**src/rtl/goertzel_tone_power_defines.svh**
```systemverilog
// Assertion macros shared by the goertzel_tone_power RTL files.
`ifndef GOERTZEL_TONE_POWER_DEFINES_SVH
`define GOERTZEL_TONE_POWER_DEFINES_SVH
`ifndef SYNTH
// Checks that a property holds at every clock edge outside reset.
`define GTP_ASSERT(lbl, prop, msg) \
	lbl: assert property (@(posedge clk) disable iff (!arst_n) prop) else $error(msg);
// Checks that a condition never holds at a clock edge outside reset.
`define GTP_NEVER(lbl, cond, msg) \
	lbl: assert property (@(posedge clk) disable iff (!arst_n) !(cond)) else $error(msg);
`else
`define GTP_ASSERT(lbl, prop, msg)
`define GTP_NEVER(lbl, cond, msg)
`endif
`endif

```
**src/rtl/gtp_pkg.sv**
```systemverilog
// Shared types and constants of the Goertzel tone power block.
package gtp_pkg;

	// Field and register widths.
	localparam int SAMPLE_W   = 16;
	localparam int COEF_W     = 19;
	localparam int BLEN_W     = 13;
	localparam int SCALE_W    = 32;
	localparam int POWER_W    = 32;
	localparam int CFG_IDX_W  = 2;
	localparam int CFG_DATA_W = 32;

	// The recurrence never keeps more than this many bits.
	localparam int ACC_CAP = 44;

	// Depth of the queue between the recurrence and the power unit.
	localparam int QDEPTH = 2;
	localparam int QPTR_W = $clog2(QDEPTH);

	typedef enum logic {
		OP_SAMPLE  = 1'b0,
		OP_RESTART = 1'b1
	} op_t;

	typedef enum logic [CFG_IDX_W-1:0] {
		REG_COEFFICIENT  = 2'd0,
		REG_BLOCK_LENGTH = 2'd1,
		REG_POWER_SCALE  = 2'd2
	} reg_idx_t;

	// Final recurrence values of one finished block.
	typedef struct packed {
		logic signed [ACC_CAP-1:0] s1;
		logic signed [ACC_CAP-1:0] s2;
	} job_t;

	typedef struct packed {
		logic full;
		logic empty;
	} fifo_st_t;

endpackage

```
**src/rtl/gtp_front.sv**
```systemverilog
// Front end: accepts words, runs the Goertzel recurrence and counts samples.
`include "goertzel_tone_power_defines.svh"
module gtp_front #(
	parameter int MAX_BLOCK = 4096,
	parameter int ACC_WIDTH = 40
) (
	input  logic                                  clk,
	input  logic                                  arst_n,
	input  logic                                  in_valid,
	output logic                                  in_ready,
	input  logic                                  in_op,
	input  logic signed [gtp_pkg::SAMPLE_W-1:0]   in_sample,
	input  logic signed [gtp_pkg::COEF_W-1:0]     coef,
	input  logic        [gtp_pkg::BLEN_W-1:0]     blen,
	input  gtp_pkg::fifo_st_t                     q_st,
	output logic                                  push,
	output gtp_pkg::job_t                         job
);
	import gtp_pkg::*;

	localparam int AW = (ACC_WIDTH < ACC_CAP) ? ACC_WIDTH : ACC_CAP;
	localparam int PW = AW + COEF_W;
	localparam int RW = PW - 16;
	localparam int SW = AW + 5;
	localparam int CW = $clog2(MAX_BLOCK + 1);

	typedef enum logic {F_IDLE, F_UPD} fstate_t;

	fstate_t                state_q;
	logic signed [AW-1:0]   s1_q;
	logic signed [AW-1:0]   s2_q;
	logic        [CW-1:0]   cnt_q;
	logic signed [PW-1:0]   prod_s1;
	logic signed [SAMPLE_W-1:0] x_s1;

	logic signed [PW-1:0]   mul_v;
	logic signed [PW-1:0]   prod_r;
	logic signed [RW-1:0]   rnd_v;
	logic signed [SW-1:0]   sum_v;
	logic signed [AW-1:0]   s0_v;
	logic                   ovf_v;
	logic        [CW-1:0]   limit_v;
	logic                   done_v;
	logic                   accept_v;

	assign in_ready = (state_q == F_IDLE);
	assign accept_v = in_valid && in_ready;
	assign mul_v    = coef * s1_q;

	// Round the product to the sample scale, then add the sample and subtract s2.
	assign prod_r = prod_s1 + $signed({{(PW-16){1'b0}}, 1'b1, 15'b0});
	assign rnd_v  = prod_r[PW-1:16];
	assign sum_v  = SW'(x_s1) + SW'(rnd_v) - SW'(s2_q);
	assign ovf_v  = (sum_v[SW-1:AW-1] != {(SW-AW+1){sum_v[SW-1]}});

	always_comb begin
		if (!ovf_v) begin
			s0_v = sum_v[AW-1:0];
		end else if (sum_v[SW-1]) begin
			s0_v = {1'b1, {(AW-1){1'b0}}};
		end else begin
			s0_v = {1'b0, {(AW-1){1'b1}}};
		end
	end

	// A zero length acts as one, anything above the maximum as the maximum.
	always_comb begin
		if (blen == '0) begin
			limit_v = CW'(1);
		end else if (32'(blen) > 32'(MAX_BLOCK)) begin
			limit_v = CW'(MAX_BLOCK);
		end else begin
			limit_v = CW'(blen);
		end
	end

	assign done_v = (({1'b0, cnt_q} + (CW+1)'(1)) >= {1'b0, limit_v});

	assign push   = (state_q == F_UPD) && done_v && !q_st.full;
	assign job.s1 = ACC_CAP'(s0_v);
	assign job.s2 = ACC_CAP'(s1_q);

	always_ff @(posedge clk or negedge arst_n) begin
		if (!arst_n) begin
			state_q <= F_IDLE;
			s1_q    <= '0;
			s2_q    <= '0;
			cnt_q   <= '0;
			prod_s1 <= '0;
			x_s1    <= '0;
		end else begin
			unique case (state_q)
				F_IDLE: begin
					if (accept_v) begin
						if (in_op == OP_RESTART) begin
							s1_q  <= '0;
							s2_q  <= '0;
							cnt_q <= '0;
						end else begin
							prod_s1 <= mul_v;
							x_s1    <= in_sample;
							state_q <= F_UPD;
						end
					end
				end
				F_UPD: begin
					if (!done_v) begin
						s1_q    <= s0_v;
						s2_q    <= s1_q;
						cnt_q   <= cnt_q + CW'(1);
						state_q <= F_IDLE;
					end else if (!q_st.full) begin
						s1_q    <= '0;
						s2_q    <= '0;
						cnt_q   <= '0;
						state_q <= F_IDLE;
					end
				end
				default: state_q <= F_IDLE;
			endcase
		end
	end

	`GTP_ASSERT(a_restart_clears, (accept_v && in_op == OP_RESTART) |=> (cnt_q == '0), "restart left a sample count")
	`GTP_NEVER(a_cnt_range, cnt_q >= CW'(MAX_BLOCK), "sample count passed the largest block")

endmodule

```
**config.mk**
```make
export PLATFORM = sky130hd
export DESIGN_NAME = gtp_front
export DESIGN_NICKNAME = d
export VERILOG_FILES = /design/src/rtl/gtp_pkg.sv /design/src/rtl/gtp_front.sv
export VERILOG_INCLUDE_DIRS = /design/src /design/src/rtl
export SDC_FILE = /design/constraint.sdc
export NUM_CORES = 2
export LEC_CHECK = 0
export CAP_MARGIN = 10
export CORE_ASPECT_RATIO = 2
export CORE_UTILIZATION = 60
export CTS_BUF_LIST = sky130_fd_sc_hd__clkbuf_4 sky130_fd_sc_hd__clkbuf_8 sky130_fd_sc_hd__clkbuf_16
export CTS_CLUSTER_SIZE = 28
export DETAILED_ROUTE_END_ITERATION = 8
export DONT_BUFFER_PORTS = 1
export GPL_TIMING_DRIVEN = 1
export MAX_ROUTING_LAYER = met4
export PLACE_DENSITY = 0.77
export REMOVE_ABC_BUFFERS = 1
export SYNTH_ARGS = -nofsm -noshare
export SYNTH_HDL_FRONTEND = slang
export SYNTH_SLANG_ARGS = --single-unit
```
**constraint.sdc**
```tcl
create_clock -name clk -period 13.6 [get_ports clk]
set_input_delay 2.04 -clock clk [delete_from_list [all_inputs] [get_ports clk]]
set_output_delay 2.04 -clock clk [all_outputs]
set_load 0.01 [all_outputs]
```
# --- Word-level counts from Yosys, hierarchy flattened ---
# Cells that the tools add are included.
word_totals:
  inputBits: 54
  ff_bits: 169
classes:
  add_sub_neg: 5
  reduce_logical: 7
  n_lt_le_gt_ge: 2
  bitwise: 2
  n_eq_ne: 4
  multipliers: 1
  muxes: 21
ops:
  columns: ["cell", "count"]
  rows:
  - ["$mux W40", 7]
  - ["$pmux W40 S2", 2]
  - ["$mux W13", 6]
  - ["$add A59 B17 Y59 const B", 1]
  - ["$mul A19 B40 Y59", 1]
  - ["$sub A44 B40 Y45", 1]
  - ["$add A16 B43 Y44", 1]
  - ["$pmux W13 S2", 1]
  - ["$add A13 B1 Y14 const B", 1]
  - ["$ge A14 B13 Y1", 1]
  - ["$add A13 B1 Y13 const B", 1]
  - ["$gt A13 B13 Y1 const B", 1]
  - ["$logic_not A13 Y1", 1]
  - ["$reduce_and A3 Y1", 2]
  - ["$ne A5 B5 Y1", 1]
  - ["$mux W1", 4]
  - ["$ne A2 B1 Y1 const B", 2]
  - ["$logic_and A1 B1 Y1", 3]
  - ["$ne A3 B3 Y1 const B", 1]
  - ["$not A1 Y1", 2]
  - ["$pmux W1 S2", 1]
  - ["$logic_not A1 Y1", 1]

# --- Depth between registers and ports, before layout ---
logic_depth:
  ltp_word: 7
  depth_mapped: 27
  ltp_nobuf: 24

# --- Least setup slack after synthesis ---
# OpenSTA, ideal clock, no wires.
synth_path:
  path_type: "input -> register"
  startpoint: "input coef[1] (netlist name)"
  endpoint: "register prod_s1[57]"
  path_stages: 23
  arrival_ps: 8188
  path_buffers: 1
  slack_ps: 5281
  cell_sequence: "clkbuf_1 and2_1 fa_1 fa_1 inv_1 fa_1 inv_1 fa_1 inv_1 fa_1 fa_1 inv_1 ha_1 ha_1 and3_1 a221o_1 or2_2 a2111o_1 a31o_2 a31o_2 a221oi_1 xor2_1 o21ai_1"
synth_between:
  elab_chain_len: 1
synth_lines:
  columns: ["item", "line", "source"]
  rows:
  - ["start, declared", "gtp_front.sv:13", "input logic signed [gtp_pkg::COEF_W-1:0] coef,"]
  - ["$mul A19 B40 Y59", "gtp_front.sv:48", "assign mul_v = coef * s1_q;"]
  - ["end signal, assigned", "gtp_front.sv:100", "prod_s1 <= mul_v;"]
  - ["end, declared", "gtp_front.sv:33", "logic signed [PW-1:0] prod_s1;"]
# No other way between the ends.
# A chain may end at the register's enable or synchronous reset.

==> impl_metrics.tcl <==
set metrics [dict create \
    status "finished clean" \
    grt_max_degree 155 \
    grt_use_total 0.356 \
    io_buffers 0 \
    ys.flop_type "dfrtp_1" \
    hold_viol_final 0 \
    cts_tree "yes" \
    syn_area_mm2 0.0364 \
    gp_congestion 1.00 \
    core-area_mm2 0.0599 \
    worstPathArrival_ns 7.90 \
    async_flop_share 1.00 \
    netlist-cell-type-count 85 \
    nNetsFinal 4852 \
    clockBufferDepth 2 \
    drt_iter0_drc 1415 \
    drc 0 \
    setup_viol 0 \
    fp-row-count 127 \
    grt_pass1_wl_mm 161 \
    start_util 0.608 \
    vias_per_cell 6.00 \
    period_share 0.731 \
    cts_resized 0 \
    synth.area.top_cells "fa_1 (42%), dfrtp_1 (11%), inv_1 (7.5%), ha_1 (7.2%), nand2_1 (7.1%)" \
    vias 27700 \
    numCtsBuffers 17 \
    hold_buffers 0 \
    cts_setup_buffers 0 \
    yosysWarnings 0 \
    ys_ff_latch 154 \
    syn_inst 4006 \
    dp_hpwl_mm 78.9 \
    final_antenna_net_count 0 \
    synthToLayoutAreaGrowth_pct 2.62 \
    overflow 0 \
    die-width_um 176 \
    num-fill-cells 4976 \
    antenna_found_initial 1 \
    crit_path_end_kind "output pin" \
    worst_pin_slew_ns 1.23 \
    synth_largest_area_cell "fa_1" \
    drive_gt1_frac 0.0363 \
    finalSetupTns_ns 0 \
    pin_count 144 \
    hp-class "flip-flop to flip-flop" \
    required_ns 11.56 \
    layout_commonest_cell "fa_1" \
    mostFrequentLayoutCells "fa_1 (768), inv_1 (732), nand2_1 (694)" \
    period_needed_ns 9.94 \
    dieArea_mm2 0.0618 \
    grt_pass1_vias 30700 \
    synth.top_cell.area_share 0.422 \
    clkTransAtPathRegs_ns 0.07 \
    slew_viol_final 0 \
    worst_skew_pair.late_latency_ns 0.46 \
    synth_edf_count 0 \
    drv_cap 0 \
    slew-limit-headroom 0.180 \
    htree_levels 4 \
    rsz0062_at_grt "false" \
    worst-setup-path-type "flip-flop to output pin" \
    wire_per_inst_um 21.7 \
    clock-root-buffer "clkbuf_16" \
    wirelength_mm 100 \
    cp_max_fo 39 \
    dr.pass1.iters 5 \
    fp.dieH_um 351 \
    ys_seq_area_frac 0.106 \
    fmax_ghz 0.101 \
    clkSinkCount 154 \
    syn_area_per_cell_um2 9.10 \
    cp-start-kind "flip-flop" \
    fin_skew_ns 0.00918 \
]
## stage by stage
| stage | setup WS (ns) | util | instance area (um2) | hold WS (ns) | cells |
|---|---|---|---|---|---|
| after floorplan | 4.68 | - | 35400 | 0.452 | 3754 |
| after global placement | 4.29 | 0.613 | 36700 | 0.473 | 4575 |
| after detailed placement | 4.22 | 0.613 | 36700 | 0.481 | 4575 |
| after CTS | 3.69 | 0.624 | 37400 | 0.498 | 4607 |
| after global routing | 3.21 | 0.624 | 37400 | 0.521 | 4608 |
| final | 3.66 | 0.624 | 37400 | 0.494 | 4608 |
## path summary, 6_finish.rpt
path	to	depth (start not counted)	start	slack, ns
worst max-delay path	job[71]	20	prod_s1[16]	3.66
worst min-delay path	x_s1[0]	2	x_s1[0]	0.49
worst max register to register	prod_s1[58]	20	s1_q[26]	5.67
worst min register to register	x_s1[0]	2	x_s1[0]	0.49
max in group asynchronous	s1_q[29]	0	arst_n	12.10
min in group asynchronous	cnt_q[0]	0	arst_n	1.29
## registers in the layout, summed over array words and instances (netlist names)
| name | count |
|---|---|
| s2_q | 40 |
| cnt_q | 13 |
| x_s1 | 16 |
| prod_s1 | 44 |
| state_q | 1 |
| s1_q | 40 |
## cells by family (layout without fill, tap and decap cells)
logic type	after synthesis	count (layout)	share of synthesized area
buffers and inverters	984	811	0.105
and+or+nand+nor	1231	1231	0.158
DFF	154	154	0.106
other	0	1	0
adders and majority gates	978	978	0.494
xor gates and xnor gates	144	144	0.0346
muxes	2	2	0.000584
AOI/OAI and AO/OA	513	513	0.103
## cell usage after synthesis, drive strengths merged, types with 48 or more instances
cell,n
inv,732
a22o,48
clkbuf,218
a21o,69
and2,264
o21ai,96
dfrtp,154
ha,210
fa,768
o211ai,52
a21oi,98
nor2,80
xnor2,84
nand2,694
xor2,60
## final cells by class
cell class | count | area, um2 | area share
multi-input cells | 2868 | 28800 | 0.771
flip-flops and latches | 154 | 3850 | 0.103
inverters | 732 | 2750 | 0.0735
well taps | 774 | 968 | 0.0259
clock buffers | 20 | 454 | 0.0121
repair buffers | 47 | 353 | 0.00944
clock inverters | 12 | 190 | 0.00509
diodes | 1 | 2.50 | 0.0000669
## layer usage
layer  global-route usage  vias to the layer above  part of all wire
met1                0.330                    14100              0.30
met2                0.648                     1111              0.55
li1                     -                    12000                 -
met3               0.0481                      555             0.055
met4                0.280                        0             0.093
met5                    -                        -                 0
## worst max-delay path, stage by stage, from the launching register on
cell and delay [ns]:
dfrtp_1 0.42, ha_1 0.24, nand3_1 0.21, nor2_1 0.42, nand3_1 0.32, nor4_1 0.96, and4_1 0.34, nand2_1 0.08
xnor2_1 0.30, fa_1 0.48, ha_1 0.47, and4_1 0.28, nor2b_1 0.25, and3_1 0.21, nand2_1 0.05, a21oi_1 0.11
and3b_1 0.21, xor2_1 0.36, nand3_1 0.27, o21ai_4 1.00, o31ai_1 0.42
Power is left out: the tool's default activity adds up to more than one toggle a clock period on the data nets, which glitch-free logic cannot reach.
