$ cat config.mk
export PLATFORM = sky130hd
export DESIGN_NAME = gtp_fifo
export DESIGN_NICKNAME = d
export VERILOG_FILES = /design/src/rtl/gtp_pkg.sv /design/src/rtl/gtp_fifo.sv
export VERILOG_INCLUDE_DIRS = /design/src /design/src/rtl
export SDC_FILE = /design/constraint.sdc
export NUM_CORES = 1
export LEC_CHECK = 0
export ABC_CLOCK_PERIOD_IN_PS = 4450
export BUFFER_PORTS_ARGS = -buffer_cell sky130_fd_sc_hd__buf_4
export CORE_MARGIN = 8
export CORE_UTILIZATION = 45
export CTS_BUF_LIST = sky130_fd_sc_hd__clkbuf_16
export DETAILED_ROUTE_END_ITERATION = 10
export GPL_TIMING_DRIVEN = 0
export PLACE_DENSITY = 0.73
export SETUP_SLACK_MARGIN = 0.02
export SYNTH_ARGS = -nofsm -noshare
export SYNTH_HDL_FRONTEND = slang
export SYNTH_SLANG_ARGS = --single-unit
$ cat constraint.sdc
create_clock -name clk -period 4.45 [get_ports clk]
set_clock_uncertainty 0.05 [all_clocks]
set_input_delay 0.6675 -clock clk [delete_from_list [all_inputs] [get_ports clk]]
set_output_delay 0.6675 -clock clk [all_outputs]
set_load 0.01 [all_outputs]
$ cat src/rtl/goertzel_tone_power_defines.svh
// Assertion macros shared by the goertzel_tone_power RTL files.
`ifndef GOERTZEL_TONE_POWER_DEFINES_SVH
`define GOERTZEL_TONE_POWER_DEFINES_SVH
`ifndef SYNTH
// Checks that a property holds at every clock edge outside reset.
`define GTP_ASSERT(lbl, prop, msg) \
	lbl: assert property (@(posedge clk) disable iff (!arst_n) prop) else $error(msg);
// Checks that a condition never holds at a clock edge outside reset.
`define GTP_NEVER(lbl, cond, msg) \
	lbl: assert property (@(posedge clk) disable iff (!arst_n) !(cond)) else $error(msg);
`else
`define GTP_ASSERT(lbl, prop, msg)
`define GTP_NEVER(lbl, cond, msg)
`endif
`endif

$ cat src/rtl/gtp_pkg.sv
// Shared types and constants of the Goertzel tone power block.
package gtp_pkg;

	// Field and register widths.
	localparam int SAMPLE_W   = 16;
	localparam int COEF_W     = 19;
	localparam int BLEN_W     = 13;
	localparam int SCALE_W    = 32;
	localparam int POWER_W    = 32;
	localparam int CFG_IDX_W  = 2;
	localparam int CFG_DATA_W = 32;

	// The recurrence never keeps more than this many bits.
	localparam int ACC_CAP = 44;

	// Depth of the queue between the recurrence and the power unit.
	localparam int QDEPTH = 2;
	localparam int QPTR_W = $clog2(QDEPTH);

	typedef enum logic {
		OP_SAMPLE  = 1'b0,
		OP_RESTART = 1'b1
	} op_t;

	typedef enum logic [CFG_IDX_W-1:0] {
		REG_COEFFICIENT  = 2'd0,
		REG_BLOCK_LENGTH = 2'd1,
		REG_POWER_SCALE  = 2'd2
	} reg_idx_t;

	// Final recurrence values of one finished block.
	typedef struct packed {
		logic signed [ACC_CAP-1:0] s1;
		logic signed [ACC_CAP-1:0] s2;
	} job_t;

	typedef struct packed {
		logic full;
		logic empty;
	} fifo_st_t;

endpackage

$ cat src/rtl/gtp_fifo.sv
// Two-entry queue carrying finished blocks from the front end to the power unit.
`include "goertzel_tone_power_defines.svh"
module gtp_fifo (
	input  logic              clk,
	input  logic              arst_n,
	input  logic              push,
	input  gtp_pkg::job_t     wdata,
	input  logic              pop,
	output gtp_pkg::job_t     rdata,
	output gtp_pkg::fifo_st_t st
);
	import gtp_pkg::*;

	job_t              mem_q [QDEPTH];
	logic [QPTR_W-1:0] wptr_q;
	logic [QPTR_W-1:0] rptr_q;
	logic [QPTR_W:0]   cnt_q;

	assign rdata    = mem_q[rptr_q];
	assign st.full  = (cnt_q == (QPTR_W+1)'(QDEPTH));
	assign st.empty = (cnt_q == '0);

	always_ff @(posedge clk) begin
		if (push) begin
			mem_q[wptr_q] <= wdata;
		end
	end

	always_ff @(posedge clk or negedge arst_n) begin
		if (!arst_n) begin
			wptr_q <= '0;
			rptr_q <= '0;
			cnt_q  <= '0;
		end else begin
			if (push) begin
				wptr_q <= wptr_q + QPTR_W'(1);
			end
			if (pop) begin
				rptr_q <= rptr_q + QPTR_W'(1);
			end
			if (push && !pop) begin
				cnt_q <= cnt_q + (QPTR_W+1)'(1);
			end else if (pop && !push) begin
				cnt_q <= cnt_q - (QPTR_W+1)'(1);
			end
		end
	end

	`GTP_NEVER(a_no_overflow, push && st.full, "queue written while full")
	`GTP_NEVER(a_no_underflow, pop && st.empty, "queue read while empty")

endmodule

; ---- Yosys cells after proc, flatten, opt, wreduce, memory -nomap -nowiden
; Memory sizes are Yosys's and may differ from the RTL's.
; Cells that the tools add are included.
; W data, S select, Z words.
[word_totals]
elab_cells = 19
out_inout_bits = 90
input_bits = 92
ramBits = 176
regBits = 4
n_memories = 1
[classes]
n_addsub = 4
muxes = 4
n_eq_ne = 1
reduce_logical = 6
[mem_list]
columns = name, words, width, read_ports, rd_ports_with_merged_regs, wr, line_no
row1 = mem_q, 2, 88, 1, 0, 1, gtp_fifo.sv:14  ; job_t mem_q [QDEPTH];
[op_table]
columns = cell, count
row1 = $mux W2, 2
row2 = $add A1 B1 Y1 const B, 2
row3 = $add A2 B1 Y2 const B, 1
row4 = $eq A2 B2 Y1 const B, 1
row5 = $logic_and A1 B1 Y1, 2
row6 = $logic_not A1 Y1, 2
row7 = $logic_not A2 Y1, 1
row8 = $mux W1, 2
row9 = $reduce_bool A2 Y1, 1
row10 = $sub A2 B1 Y2 const B, 1

; ---- Longest topological paths before layout
; Gate-level depths: netlist of run 1.
[depth]
ltp_word = 4
depth_mapped = 5
depth_no_buf = 5

; ---- Least setup slack after synthesis of run 1
; No wires, ideal clock.
[synth_timing]
path_type = input to register
start = input push
end = memory mem_q[0][0] in the netlist's numbering, enable pin
t_required_ps = 3854
t_arrival_ps = 4507
setup_ps = 546
n_path_buf = 0
slack_ps = -653
path_stages = 1
cell_sequence = nor2b_1
[synth_via]
elab_chain_len = 2
[synth_lines]
columns = item, line_no
row1 = "start, declared", gtp_fifo.sv:6  ; input logic push,
row2 = $mux W1, gtp_fifo.sv:24  ; if (push) begin
row3 = $mux W1 (implied by the code), gtp_fifo.sv:25  ; mem_q[wptr_q] <= wdata;
row4 = "end, declared", gtp_fifo.sv:14
; Every way passes these cells.

==> summary.md, run 1 <==
| Metric | Value |
|---|---|
| Num CTS Buffers | 17 |
| Initial antenna violation count | 0 |
| CTS H-tree lvls | 4 |
| P_leak | 3.35 nW |
| # DRC | 0 |
| Largest net degree at the start of global routing | 47 |
| WP data arrival | 1.72 ns |
| # fillers | 1,101 |
| DR vias | 3,329 |
| Mean Syn Cell Area | 22.7 sq um |
| Post-CTS setup repair buffer count | 0 |
| Core area | 14,400 sq um |
| Clk Latency, worst-skew pair | 0.41 ns |
| Layout cell share with drive strength beyond 1 | 0.612 |
| Die footprint | 18,700 sq um |
| Fmax | 410 MHz |
| Overflow left after global routing | 0 |
| PortBufs | 181 |
| CP endpoint | rdata[50] |
| Gr usage total | 0.138 |
| Pre-Repair DR Iteration Count | 4 |
| Vias in the first global route | 3,535 |
| Final nets | 587 |
| Cell area power density | 622 nW/um^2 |
| Initial core utilization | 0.455 |
| Worst Setup End Kind | output pin |
| Die span in y | 137 um |
| Max-slew violation count | 0 |
| Die X | 137 um |
| Minimum clock period | 2.44 ns |
| Crit Path Category | reg2out |
| Design Power | 0.00545 W |
| Synthesized cell area | 6570 sq um |
| CP required | 3.73 ns |
| Area delta synth->final | 33.5% |
| Gp weighted congestion | 0.667 |
| Ys Warns | 0 |
| CTS Root Cell | clkbuf_16 |
| HP Class | in2reg |
| Crit path launch | rptr_q |
| Starting DRT DRC Count | 127 |
| Synthesized Nets | 383 |
| Period Utilization, post-route | 0.549 |
| Reg2reg start | wptr_q |
| RSZ-0062 raised after global routing | false |
| Cells after Synth | 290 |
| Peak supply drop | 0.000346 V |
| Register area share after synthesis | 0.820 |
| Max cap viols | 0 |
| ANT nets after route | 0 |
| Ports | 182 |
| Via/cell ratio | 4.85 |
| Detail Placement HPWL | 9.04 mm |
| Clock transition at path regs | 0.06 ns |
| Site Rows | 44 |
| Synthesis-stage register bit count | 180 |
| Worst reg2reg path depth | 2 |
| Setup-failing EPs final | 0 |
| Clk buf depth | 2 |
| Status | finished, final reports clean |
| Clock Sinks | 180 |
| Setup TNS Final | 0 ns |
| Total wire length | 12.8 mm |
| Global-route wire length before repair | 19.1 mm |
| CTS tree | done |
| Final design utilization | 0.608 |
| Antenna diode count | 0 |
| Worst reg2reg path endpoint | mem_q[0][1] |
| DR WL/cell | 18.7 um |
| CP startpoint kind | flip-flop |
| Max FO, Critical Path | 10 |
| Final hold vios | 0 |
| Worst-Margin Slew | 0.865 ns |
| Worst R2R Setup Slack | 2.63 ns |
| Netlist cell types | 13 |
| Slew margin rel. | 0.422 |
cells in the mapped netlist:
master	number	area, sq um
edfxtp_1	176	5290
mux2_2	78	878
mux2_4	10	150
buf_2	7	35.0
dfrtp_1	4	100
xor2_1	4	35.0
buf_6	3	33.8
nor2_1	2	7.51
nor2b_1	2	12.5
and2_1	1	6.26
ha_1	1	12.5
inv_1	1	3.75
xnor2_1	1	8.76
worst max-delay path, stage by stage, from the launching register on:
cell and delay (ns):
dfrtp_1 0.34, buf_6 0.14, buf_6 0.16, buf_6 0.19, mux2_4 0.32, buf_4 0.15
per-stage QoR:
| step | hold WS, ns | setup WS [ns] | instances | area, sq um |
|---|---|---|---|---|
| floorplan | 0.322 | 0.997 | 290 | 6570 |
| global placement | 0.415 | -0.301 | 655 | 8160 |
| detailed placement | 0.417 | 2.20 | 658 | 8240 |
| CTS | 0.360 | 1.94 | 686 | 8770 |
| global route | 0.362 | 1.92 | 686 | 8770 |
| finish | 0.384 | 2.01 | 686 | 8770 |
area by class of cell:
type                            count  area, sq um  area share
Sequential cell                   180         5390       0.614
Timing Repair Buffer              185         1440       0.164
Multi-Input combinational cell     99         1120       0.128
Clock buffer                       17          425      0.0485
Tap cell                          184          230      0.0263
Clock inverter                     10         97.6      0.0111
Buffer                             10         68.8     0.00785
Inverter                            1         3.75    0.000428
state kept, by name, indices dropped and copies added (netlist names):
name and count:
cnt_q 2, mem_q 176, rptr_q 1, wptr_q 1
placed cells by master, fill, tap and decap left out, drive strengths merged:
| cell | count |
|---|---|
| bufinv | 2 |
| nor2b | 2 |
| dfrtp | 4 |
| ha | 1 |
| buf | 194 |
| mux2 | 88 |
| nor2 | 2 |
| xor2 | 4 |
| edfxtp | 176 |
| inv | 3 |
| dlygate4sd3 | 1 |
| clkbuf | 17 |
| clkinv | 5 |
| and2 | 1 |
| clkinvlp | 1 |
| xnor2 | 1 |
how the worst min path moves through the flow:
stage	start	end	slack [ns]	cells after the start
final	pop	rptr_q	0.38	2
after global routing	wdata[12]	mem_q[1][12]	0.36	1
after CTS	wdata[12]	mem_q[1][12]	0.36	1
after detailed placement	arst_n	cnt_q[0]	0.42	1
after global placement	arst_n	cnt_q[1]	0.42	1
after floorplan	arst_n	cnt_q[0]	0.32	0
power breakdown:
group	internal, W	switching [W]
clock	0.000798	0.000545
sequential	0.00225	0.0000810
combinational	0.000940	0.000838
total	0.00399	0.00146
timing repair:
action,in CTS,in global routing
resized for setup,0,0
hold endpoints to repair,4,0
hold buffers,1,0
endpoints found under the setup margin,0,0
logic make-up (layout without fill, tap and decap cells):
family | count (synthesis) | after routing | share of synthesized area
XOR/XNOR | 5 | 5 | 0.00667
adder cells (fa/ha/maj) | 1 | 1 | 0.00190
buffers and inverters | 11 | 223 | 0.0110
flip-flops | 180 | 180 | 0.820
multiplexers | 88 | 88 | 0.157
AND/OR/NAND/NOR | 5 | 5 | 0.00400
routing by layer:
| metal | routed length (um) | vias up | global-route usage |
|---|---|---|---|
| met5 | 0 | - | 0 |
| met4 | 195 | 0 | 0.0579 |
| met3 | 1160 | 17 | 0.0573 |
| met2 | 6600 | 118 | 0.227 |
| met1 | 4870 | 1642 | 0.155 |
| li1 | - | 1552 | - |
Note: power is estimated with default switching activity, not from simulation.
==> run 2: changes to the inputs <==
--- a/config.mk
+++ b/config.mk
@@ -6,14 +6,14 @@
 export SDC_FILE = /design/constraint.sdc
 export NUM_CORES = 1
 export LEC_CHECK = 0
-export ABC_CLOCK_PERIOD_IN_PS = 4450
+export ABC_CLOCK_PERIOD_IN_PS = 2600
 export BUFFER_PORTS_ARGS = -buffer_cell sky130_fd_sc_hd__buf_4
 export CORE_MARGIN = 8
 export CORE_UTILIZATION = 45
 export CTS_BUF_LIST = sky130_fd_sc_hd__clkbuf_16
 export DETAILED_ROUTE_END_ITERATION = 10
 export GPL_TIMING_DRIVEN = 0
-export PLACE_DENSITY = 0.73
+export PLACE_DENSITY = 0.7
 export SETUP_SLACK_MARGIN = 0.02
 export SYNTH_ARGS = -nofsm -noshare
 export SYNTH_HDL_FRONTEND = slang
==> constraint.sdc (replaced) <==
create_clock -name clk -period 2.6 [get_ports clk]
set_clock_uncertainty 0.05 [all_clocks]
set_input_delay 0.39 -clock clk [delete_from_list [all_inputs] [get_ports clk]]
set_output_delay 0.39 -clock clk [all_outputs]
set_load 0.01 [all_outputs]
==> run 2 against run 1 <==
Against the previous run: sequential power is 71% higher; worst hold slack worse by 0.28 ns; core utilization is 0.94 points higher; sequential share of layout area is 0.93 points lower; first-iteration DRC count is 7.1% higher; clock-buffer cell count stayed put; via count is 0.45% higher; non-clock buffer count is 2 higher; cell count is 1.0% higher; register-to-register slack worse by 1.8 ns; total power is 76% higher.
==> summary.md, run 2 (same netlist as run 1, synthesis figures left out) <==
| Metric | Value |
|---|---|
| Reg2reg start | wptr_q (unchanged) |
| Starting DRT DRC Count | 136 (was 127) |
| WP data arrival | 1.70 ns (was 1.72 ns) |
| Vias in the first global route | 3,662 (was 3,535) |
| Clk Latency, worst-skew pair | 0.41 ns (about the same) |
| Slowest-stage cell, CP | dfrtp_1 (unchanged) |
| Overflow left after global routing | 0 (unchanged) |
| Combinational power share | 0.323 (was 0.326) |
| Detail Placement HPWL | 9.20 mm (was 9.04 mm) |
| Peak supply drop | 0.000549 V (was 0.000346 V) |
| Levels on crit path | 5 (unchanged) |
| Hold path cells | 1 (was 2) |
| Num CTS Buffers | 17 (unchanged) |
| PortBufs | 181 (unchanged) |
| Layout cell share with drive strength beyond 1 | 0.619 (was 0.612) |
| Cells along the critical path | buf_6 > buf_6 > buf_6 > mux2_4 > buf_4 (unchanged) |
| Worst reg2reg path depth | 3 (was 2) |
| Minimum clock period | 2.14 ns |
| Clock transition at path regs | 0.07 ns (was 0.06 ns) |
| Cell area power density | 1080 nW/um^2 (was 622 nW/um^2) |
| Largest net degree at the start of global routing | 53 (was 47) |
| Gr usage total | 0.136 (was 0.138) |
| Largest register FFs | 176 (unchanged) |
| CP max stage delay | 0.34 ns (about the same) |
| Clk network pwr share | 0.263 (was 0.246) |
| Largest Register | mem_q (unchanged) |
| Pre-Repair DR Iteration Count | 4 (unchanged) |
| Setup TNS Final | 0 ns (unchanged) |
| Commonest non-fill, non-tap cell in the layout | buf_4 (unchanged) |
| Clk buf depth | 2 (unchanged) |
| Die X | 137 um (unchanged) |
| ANT nets after route | 0 (unchanged) |
| Initial core utilization | 0.455 (unchanged) |
| DR WL/cell | 18.3 um (was 18.7 um) |
| Worst R2R Setup Slack | 0.87 ns (was 2.63 ns) |
| Core area | 14,400 sq um (unchanged) |
| Status | finished, final reports clean (unchanged) |
| Via/cell ratio | 4.83 (was 4.85) |
| Hold path endpoint | mem_q[0][15] (was rptr_q) |
| CP startpoint kind | flip-flop (unchanged) |
| P_leak | 3.42 nW (was 3.35 nW) |
| CTS tree | done (unchanged) |
| Fmax | 467 MHz |
| Design Power | 0.00961 W (was 0.00545 W) |
| Period Utilization, post-route | 0.823 |
| Hold Startpoint | wdata[15] (was pop) |
| DR vias | 3,344 (was 3,329) |
| # DRC | 0 (unchanged) |
| Die footprint | 18,700 sq um (unchanged) |
| Final design utilization | 0.617 (was 0.608) |
| Max FO, Critical Path | 10 (unchanged) |
| Sequential group share of total power | 0.414 (was 0.428) |
| Net switching power | 0.00259 W (was 0.00146 W) |
| Antenna diode count | 0 (unchanged) |
| CTS Root Cell | clkbuf_16 (unchanged) |
| Area delta synth->final | 35.5% (was 33.5%) |
| Switch share | 0.270 (was 0.269) |
| Max cap viols | 0 (unchanged) |
| Ports | 182 (unchanged) |
| RSZ-0062 raised after global routing | false (unchanged) |
| Post-CTS setup repair buffer count | 0 (unchanged) |
| Total wire length | 12.7 mm (was 12.8 mm) |
| Global-route wire length before repair | 19.1 mm (about the same) |
| WP buf/inv | 4 (unchanged) |
| HP Class | in2reg (unchanged) |
| Most frequent cells in the layout | 181 x buf_4, 176 x edfxtp_1, 78 x mux2_2 (unchanged) |
| Cell Int Power | 0.00702 W (was 0.00399 W) |
| Slew margin rel. | 0.589 (was 0.422) |
| Crit Path Category | reg2out (unchanged) |
| Worst reg2reg path endpoint | mem_q[0][5] (was mem_q[0][1]) |
| Largest registers | mem_q (176), cnt_q (2) (unchanged) |
| Initial antenna violation count | 0 (unchanged) |
| Cell mode on critical path | buf_6 (unchanged) |
| Die span in y | 137 um (unchanged) |
| Final nets | 589 (was 587) |
| Final hold vios | 0 (unchanged) |
| Worst Setup End Kind | output pin (unchanged) |
| Setup-failing EPs final | 0 (unchanged) |
| CP required | 2.16 ns (was 3.73 ns) |
| Max-slew violation count | 0 (unchanged) |
| CTS H-tree lvls | 4 (unchanged) |
| Worst hold margin | 0.105 ns (was 0.384 ns) |
| Gp weighted congestion | 0.685 (was 0.667) |
| Site Rows | 44 (unchanged) |
| Clock Sinks | 180 (unchanged) |
| Delay-heaviest family, CP | buffers and inverters (unchanged) |
| Worst-Margin Slew | 0.615 ns (was 0.865 ns) |
[run 2: metrics by stage]
stage	std cells	area [sq um]	worst slack [ns]
finish	693	8900	0.460
global placement	655	8170	-0.389
global route	693	8900	0.354
floorplan	290	6580	0.397
detailed placement	660	8310	0.743
CTS	693	8900	0.412
[run 2: worst max-delay path by stage]
stage,to,slack [ns],startpoint
floorplan,mem_q[0][0],0.40,wptr_q
global placement,mem_q[0][56],-0.39,push
detailed placement,mem_q[0][48],0.74,push
CTS,rdata[57],0.41,rptr_q
global route,rdata[57],0.35,rptr_q
finish,rdata[57],0.46,rptr_q
[run 2: power groups by stage]
stage          combinational (W)  clock (W)  sequential [W]
2_1_floorplan            0.00167          0         0.00402
6_report                 0.00311    0.00252         0.00398
3_3_place_gp             0.00301          0         0.00405
3_5_place_dp             0.00317          0         0.00405
5_1_grt                  0.00333    0.00269         0.00403
4_1_cts                  0.00319    0.00258         0.00399
[run 2: area by class of cell]
type / count / area, sq um
multi-input cells: 99 / 1120
well taps: 184 / 230
plain buffers: 10 / 68.8
repair buffers: 187 / 1510
clock inverters: 15 / 163
clock buffers: 17 / 425
fillers: 1060 / 5520
flip-flops and latches: 180 / 5390
inverters: 1 / 3.75
[run 2: metal layers]
layer / vias up / track usage / wire (um)
li1: 1557 / - / -
met1: 1650 / 0.145 / 4760
met2: 124 / 0.231 / 6600
met3: 13 / 0.0609 / 1210
met4: 0 / 0.0555 / 136
met5: - / 0 / 0
[run 2: worst register-to-register path, delay by kind of cell (launching register included)]
family / cells / cell delay, ns
AND/OR/NAND/NOR: 1 / 0.52
buffers and inverters: 2 / 0.43
flip-flops: 1 / 0.43
[run 2: what timing repair did]
item,CTS,global route
gates resized for setup,0,0
hold buffers,1,0
endpoints found under the hold margin,4,0
setup endpoints to repair,0,0
